--- config.mk ---
export PLATFORM = sky130hd
export DESIGN_NAME = sglle_cell
export DESIGN_NICKNAME = d
export VERILOG_FILES = /design/src/rtl/core/sglle_pkg.sv /design/src/rtl/core/sglle_cell.sv
export SDC_FILE = /design/constraint.sdc
export NUM_CORES = 1
export LEC_CHECK = 0
export BUFFER_PORTS_ARGS = -buffer_cell sky130_fd_sc_hd__buf_4
export CAP_MARGIN = 20
export CORE_UTILIZATION = 34
export CTS_BUF_LIST = sky130_fd_sc_hd__clkbuf_4
export DETAILED_ROUTE_END_ITERATION = 10
export PLACE_DENSITY = 0.8
export SYNTH_ARGS = -nofsm -noshare
export SYNTH_HDL_FRONTEND = slang
export SYNTH_SLANG_ARGS = --single-unit
--- constraint.sdc ---
create_clock -name clk_i -period 0.8 [get_ports clk_i]
set_clock_uncertainty 0.15 [all_clocks]
set_input_delay 0.16 -clock clk_i [delete_from_list [all_inputs] [get_ports clk_i]]
set_output_delay 0.16 -clock clk_i [all_outputs]
set_load 0.01 [all_outputs]
--- src/rtl/core/sglle_pkg.sv ---
package sglle_pkg;

  localparam int DEF_MAX_WIDTH  = 4096;
  localparam int DEF_MAX_HEIGHT = 4096;

  localparam int CFG_W     = 13;
  localparam int CFG_IDX_W = 2;
  localparam int MODE_W    = 2;
  localparam int PIX_W     = 8;

  localparam logic [CFG_IDX_W-1:0] REG_WIDTH  = 2'd0;
  localparam logic [CFG_IDX_W-1:0] REG_HEIGHT = 2'd1;
  localparam logic [CFG_IDX_W-1:0] REG_MODE   = 2'd2;

  localparam logic [MODE_W-1:0] MODE_BOTH = 2'd0;
  localparam logic [MODE_W-1:0] MODE_VLOG = 2'd1;

  localparam logic [CFG_W-1:0] RST_WIDTH  = 13'd1024;
  localparam logic [CFG_W-1:0] RST_HEIGHT = 13'd1024;

  localparam int NBANK   = 32;
  localparam int BANK_W  = 5;
  localparam int NTAP    = 24;
  localparam int GTAP    = 12;
  localparam int HALF    = NTAP / 2;
  localparam int GHALF   = GTAP / 2;
  localparam int LAG     = GTAP - 1;
  localparam int PRELOAD = NTAP - 1;
  localparam int GROUP   = 6;

  localparam int TOK_MAX = 4;
  localparam int TOK_W   = 3;

  localparam int VL_W  = 18;
  localparam int SUM_W = 28;
  localparam int T_W   = 22;
  localparam int REC_W = 14;
  localparam int REM_W = 15;

  localparam int OFFSET       = 128;
  localparam int DIV_BOTH     = 16288;
  localparam int DIV_BOX      = 384;
  localparam int RECIP_SHIFT  = 22;
  localparam int RECIP_BOTH   = (1 << RECIP_SHIFT) / DIV_BOTH;
  localparam int RECIP_BOX    = (1 << RECIP_SHIFT) / DIV_BOX;

  typedef struct packed {
    logic valid;
    logic has_out;
    logic last;
  } push_flags_t;

  typedef struct packed {
    logic valid;
    logic last;
  } out_flags_t;

  function automatic int gauss_tap(int i);
    case (i)
      0: return 10;   1: return 18;   2: return 29;   3: return 43;
      4: return 57;   5: return 67;   6: return 71;   7: return 67;
      8: return 57;   9: return 43;  10: return 29;  11: return 18;
      default: return 0;
    endcase
  endfunction

  function automatic int log_tap(int i);
    case (i)
      0: return -1;    1: return -2;    2: return -4;    3: return -9;
      4: return -15;   5: return -20;   6: return -22;   7: return -16;
      8: return 0;     9: return 22;   10: return 42;   11: return 50;
      12: return 42;  13: return 22;   14: return 0;    15: return -16;
      16: return -22; 17: return -20;  18: return -15;  19: return -9;
      20: return -4;  21: return -2;   22: return -1;
      default: return 0;
    endcase
  endfunction

  function automatic int cell_hg(int k);
    if (k >= GHALF && k <= PRELOAD - GHALF) return gauss_tap(PRELOAD - GHALF - k);
    return 0;
  endfunction

  function automatic int cell_hl(int k);
    return log_tap(PRELOAD - k);
  endfunction

endpackage

--- src/rtl/core/sglle_cell.sv ---
module sglle_cell #(
  parameter int HG = 0,
  parameter int HL = 0
) (
  input  logic                              clk_i,
  input  logic                              shift_i,
  input  logic signed [sglle_pkg::VL_W-1:0]  vlog_i,
  input  logic signed [sglle_pkg::VL_W-1:0]  vg_i,
  input  logic signed [sglle_pkg::SUM_W-1:0] part_i,
  output logic signed [sglle_pkg::SUM_W-1:0] part_o
);
  import sglle_pkg::*;

  logic signed [SUM_W-1:0] part_d, part_q;

  assign part_d = part_i + SUM_W'(HG * int'(vlog_i)) + SUM_W'(HL * int'(vg_i));

  always_ff @(posedge clk_i) begin
    if (shift_i) part_q <= part_d;
  end

  assign part_o = part_q;

endmodule

==> reports/metrics.cfg, run 1 <==
[outcome]
status = complete, but fails checks
violations = negative hold slack, negative setup slack

[placement]
placed_area_sq_um = 1340
port_buffers = 57
finalWeightedCongestion = 0.687

[sta]
timing.final.ws_setup_ns = -0.384
finalHoldViolCount = 28
worstMarginPinSlew_ns = 0.132
slew_violations = 0
period_needed_ns = 1.18
hold_ws_ns = -0.132
grt_setup_unrepaired = yes
fmax_mhz = 845
period_share = 1.48
slew_headroom = 0.912
setup_viol = 28

[worst_setup_path]
required_ns = 0.49
critPathCaptureType = primary output
cp_slowest_cell = edfxtp_1
path_class = register to primary output
path_max_fanout = 1
critPathArrivalTime_ns = 0.87
crit_buf_inv = 1
startpoint = part_o[3]
worst_setup_path_start_kind = register
max_stage_delay_ns = 0.43
crit_family = flip-flops
path_cells = buf_6

[cells_and_area]
area_growth_syn_to_layout_pct = 73.2
drive_above_1_share = 0.681
fin_nets = 158
fin_area_sq_um = 1460
final_util = 0.640
largest_reg_flops = 28
num_antenna_cells = 0
multi_input_area_sq_um = 0
multi_input_comb_cells = 0

[detailed_routing]
wl_per_cell_um = 12.4
ant_nets = 0
vias = 502
totalWireLength_mm = 1.47
viasPerCell = 4.22
drt_iter0_markers = 5
drc = 0
drt_first_pass_iters = 4

[synthesis]
ys_warn_count = 0
syn_area_sq_um = 841
synth_seq_cells = 28
ys_seq_area_frac = 1.00
yosysTopAreaCell = edfxtp_1
synth.distinct_cells = 1
netlist_instances = 28
netlist_top_cells_area = edfxtp_1 100%
syn_avg_cell_area_sq_um = 30.0
synth_top_area_share = 1.00
syn_nets = 94

[min_path]
hold_end = part_o[11]
hp-start = part_i[11]
min_path_cells = 1
hold_path.class = primary input to register

[power]
combPwrFrac = 0.157
power_switching_uw = 550
irDropWorstVdd_mv = 1.35
clock_power_share = 0.196
p_leak_uw = 0.000611
powerDensity_nw_per_um2 = 1900
internal_power_uw = 2210
switching_share = 0.199
p_seq_frac = 0.648

[grt]
grt-ovfl-total = 0
grt_max_degree = 16
gr-usage-met3 = 0.0380
grt_util_met2 = 0.216
grt_pass1_wl_mm = 2.16
grt_use_met1 = 0.109
grt_busiest_layer = met2
antenna_found_initial = 0
grt_pass1_vias = 526
grt_use_total = 0.114

[floorplanning]
start_util = 0.369
die_w_um = 51.7
core-area_sq_um = 2280
die_y_um = 51.7
ios = 94
row_count = 17
die_area_sq_um = 2680

[clock_tree]
post_cts_buffers = 0
path_clk_slew_ns = 0.13
htree_levels = 1
tritoncts = built
cts_max_path_buffers = 2
cts_made_buffers = 3
clock-root-buffer = clkbuf_4
clkSinkCount = 28

[run]
drv_cap = 0

[power by group through the flow]
stage,clock [uW],sequential [uW],combinational (uW)
after floorplan,0,1870,0
after global placement,0,1800,378
after detailed placement,0,1810,385
after CTS,570,1780,415
after global routing,631,1800,458
final,541,1790,433
[repair_timing]
| item | 4_1_cts | 5_1_grt |
|---|---|---|
| setup endpoints to repair | 28 | 28 |
| pin swaps | 0 | 0 |
| endpoints found under the hold margin | 28 | 28 |
| resized for setup | 13 | 10 |
[per-stage QoR]
step	setup slack (ns)	std cells	TNS, ns	power [uW]	hold slack, ns
final	-0.384	119	-9.94	2760	-0.132
after global routing	-0.433	119	-11.30	2890	-0.163
after CTS	-0.403	119	-10.36	2770	-0.146
after detailed placement	-0.0664	115	-1.95	2190	0.189
after global placement	-0.0619	115	-1.63	2180	0.188
after floorplan	0.0962	28	0	1870	0.109
[layout by cell type, fill, tap and decap left out]
cell type | Yosys | layout
edfxtp_1 | 28 | 28
buf_6 | 0 | 23
buf_12 | 0 | 2
buf_4 | 0 | 34
clkbuf_4 | 0 | 3
clkinv_1 | 0 | 1
[routing by layer]
layer	wire length, um	share of wire	up-vias
li1	-	-	237
met3	74	0.050	4
met5	0	0	-
met4	40	0.027	0
met1	472	0.32	232
met2	884	0.60	29
[how the worst max path moves through the flow]
| stage | end | cells past startpoint |
|---|---|---|
| finish | part_o[3] | 1 |
| global route | part_o[11] | 1 |
| CTS | part_o[2] | 1 |
| detailed placement | part_o[14] | 2 |
| global placement | part_o[14] | 2 |
| floorplan | part_o[0] | 0 |
[cells by family (layout without fill, tap and decap cells)]
logic type | count (synthesis) | in the layout | share of synthesized area
DFF | 28 | 28 | 1.00
buffers and inverters | 0 | 63 | 0
[synth_stat cells]
library cell  count
edfxtp_1         28
[cell type report]
class | count | area [sq um]
sequential | 28 | 841
fill | 166 | 820
clock buffer | 3 | 22.5
tap | 28 | 35.0
clock inverter | 1 | 3.75
timing repair buffer | 59 | 554
(Power assumes the default switching activity.)
==> run 2, diff against run 1 <==
BUFFER_PORTS_ARGS = -buffer_cell sky130_fd_sc_hd__buf_2   (was -buffer_cell sky130_fd_sc_hd__buf_4)
CORE_MARGIN = 2   (was unset)
==> reports/metrics.cfg, run 2 (synthesis results as in run 1) <==
[outcome]
status = complete, but fails checks  ; unchanged
violations = negative hold slack, negative setup slack  ; unchanged

[worst_setup_path]
crit_buf_inv = 1  ; unchanged
critPathCaptureType = primary output  ; unchanged
max_stage_delay_ns = 0.40  ; was 0.43 ns
crit_family = flip-flops  ; unchanged
path_max_fanout = 1  ; unchanged
path_class = register to primary output  ; unchanged
critPathArrivalTime_ns = 0.87  ; about the same
worst_setup_path_start_kind = register  ; unchanged
path_cells = buf_2  ; was buf_6
startpoint = part_o[6]  ; was part_o[3]
cp_slowest_cell = edfxtp_1  ; unchanged
required_ns = 0.49  ; about the same

[cells_and_area]
num_antenna_cells = 0  ; unchanged
fin_area_sq_um = 1240  ; was 1460 sq um
fin_nets = 158  ; unchanged
area_growth_syn_to_layout_pct = 47.9  ; was 73.2%
seq_area_sq_um = 841  ; unchanged
fill_cells = 200  ; was 166
multi_input_area_sq_um = 0  ; unchanged
final_cell_mix = 57 x buf_2, 28 x edfxtp_1, 3 x clkbuf_4  ; was 34 x buf_4, 28 x edfxtp_1, 23 x buf_6
final_common_cell = buf_2  ; was buf_4
largest_reg_flops = 28  ; unchanged
final_util = 0.516  ; was 0.640
drive_above_1_share = 0.692  ; was 0.681
multi_input_comb_cells = 0  ; unchanged

[detailed_routing]
drt_iter0_markers = 7  ; was 5
wl_per_cell_um = 11.0  ; was 12.4 um
totalWireLength_mm = 1.33  ; was 1.47 mm
viasPerCell = 4.05  ; was 4.22
ant_nets = 0  ; unchanged
drc = 0  ; unchanged
vias = 490  ; was 502
drt_first_pass_iters = 3  ; was 4

[floorplanning]
row_count = 18  ; was 17
die_area_sq_um = 2890  ; was 2680 sq um
core-area_sq_um = 2410  ; was 2280 sq um
ios = 94  ; unchanged
start_util = 0.349  ; was 0.369
die_w_um = 53.7  ; was 51.7 um
die_y_um = 53.7  ; was 51.7 um

[grt]
grt_pass1_wl_mm = 1.94  ; was 2.16 mm
grt_use_total = 0.101  ; was 0.114
grt_pass1_vias = 481  ; was 526
grt-ovfl-total = 0  ; unchanged
grt_max_degree = 23  ; was 16
antenna_found_initial = 0  ; unchanged

[sta]
slew_violations = 0  ; unchanged
timing.final.ws_setup_ns = -0.383  ; was -0.384 ns
fin_setup_tns_ns = -9.75  ; was -9.94 ns
grt_setup_unrepaired = yes  ; unchanged
hold_ws_ns = -0.147  ; was -0.132 ns
period_share = 1.48  ; about the same
period_needed_ns = 1.18  ; about the same
slew_headroom = 0.904  ; was 0.912
fmax_mhz = 846  ; was 845 MHz
finalHoldViolCount = 28  ; unchanged
setup_viol = 28  ; unchanged
worstMarginPinSlew_ns = 0.144  ; was 0.132 ns

[power]
powerDensity_nw_per_um2 = 2350  ; was 1900 nW/um^2
irDropWorstVdd_mv = 1.46  ; was 1.35 mV
p_leak_uw = 0.000540  ; was 0.000611 uW

[clock_tree]
cts_max_path_buffers = 2  ; unchanged
clock-root-buffer = clkbuf_4  ; unchanged
clkSinkCount = 28  ; unchanged
cts_made_buffers = 3  ; unchanged
cts.repair.resized = 0  ; was 13
htree_levels = 1  ; unchanged
tritoncts = built  ; unchanged
path_clk_slew_ns = 0.14  ; was 0.13 ns

[placement]
placed_area_sq_um = 1190  ; was 1340 sq um
finalWeightedCongestion = 0.654  ; was 0.687
port_buffers = 57  ; unchanged

[min_path]
hold_path.class = primary input to register  ; unchanged
hp-start = part_i[9]  ; was part_i[11]

[run]
drv_cap = 0  ; unchanged

## run 2: changes by cell type in the layout (fill, tap and decap cells not counted)
cell       previous run  this run
buf_2                 0        57
buf_4                34         1
buf_6                23         0
buf_12                2         1
bufinv_16             0         1
clkinv_1              1         0
## run 2: repair_timing
| item | in CTS | in global routing |
|---|---|---|
| endpoints found under the hold margin | 28 | 28 |
| pin swaps | 0 | 0 |
| buffers inserted | 0 | 0 |
| setup endpoints to repair | 28 | 28 |
## run 2: through the flow
stage	hold WS [ns]	total power [uW]	setup WS (ns)	std cells
detailed placement	0.188	2080	-0.103	117
finish	-0.147	2920	-0.383	121
CTS	-0.160	2970	-0.404	121
floorplan	0.109	1870	0.0962	28
global placement	0.186	2070	-0.0924	117
global route	-0.176	3040	-0.446	121
## run 2: path summary, 6_finish.rpt
kind / slack [ns] / depth (start not counted) / end
min: -0.15 / 1 / part_o[9]
max: -0.38 / 1 / part_o[6]
## run 2: area by class of cell
type	instances	share of cell area
repair buffers	59	0.252
clock inverters	1	0.0241
clock buffers	3	0.0181
well taps	30	0.0302
flip-flops and latches	28	0.676
## run 2: power breakdown
group | switching (uW) | internal [uW] | leakage (uW) | total, uW
logic | 141 | 134 | 0.000238 | 274
clock network | 382 | 506 | 0.0000279 | 888
registers | 21.8 | 1740 | 0.000274 | 1760
## run 2: per-layer routing
layer | GRT usage | routed length, um | up-vias
met5 | 0 | 0 | -
li1 | - | - | 238
met2 | 0.148 | 644 | 34
met3 | 0.0806 | 254 | 2
met1 | 0.101 | 417 | 216
met4 | 0.0513 | 9 | 0
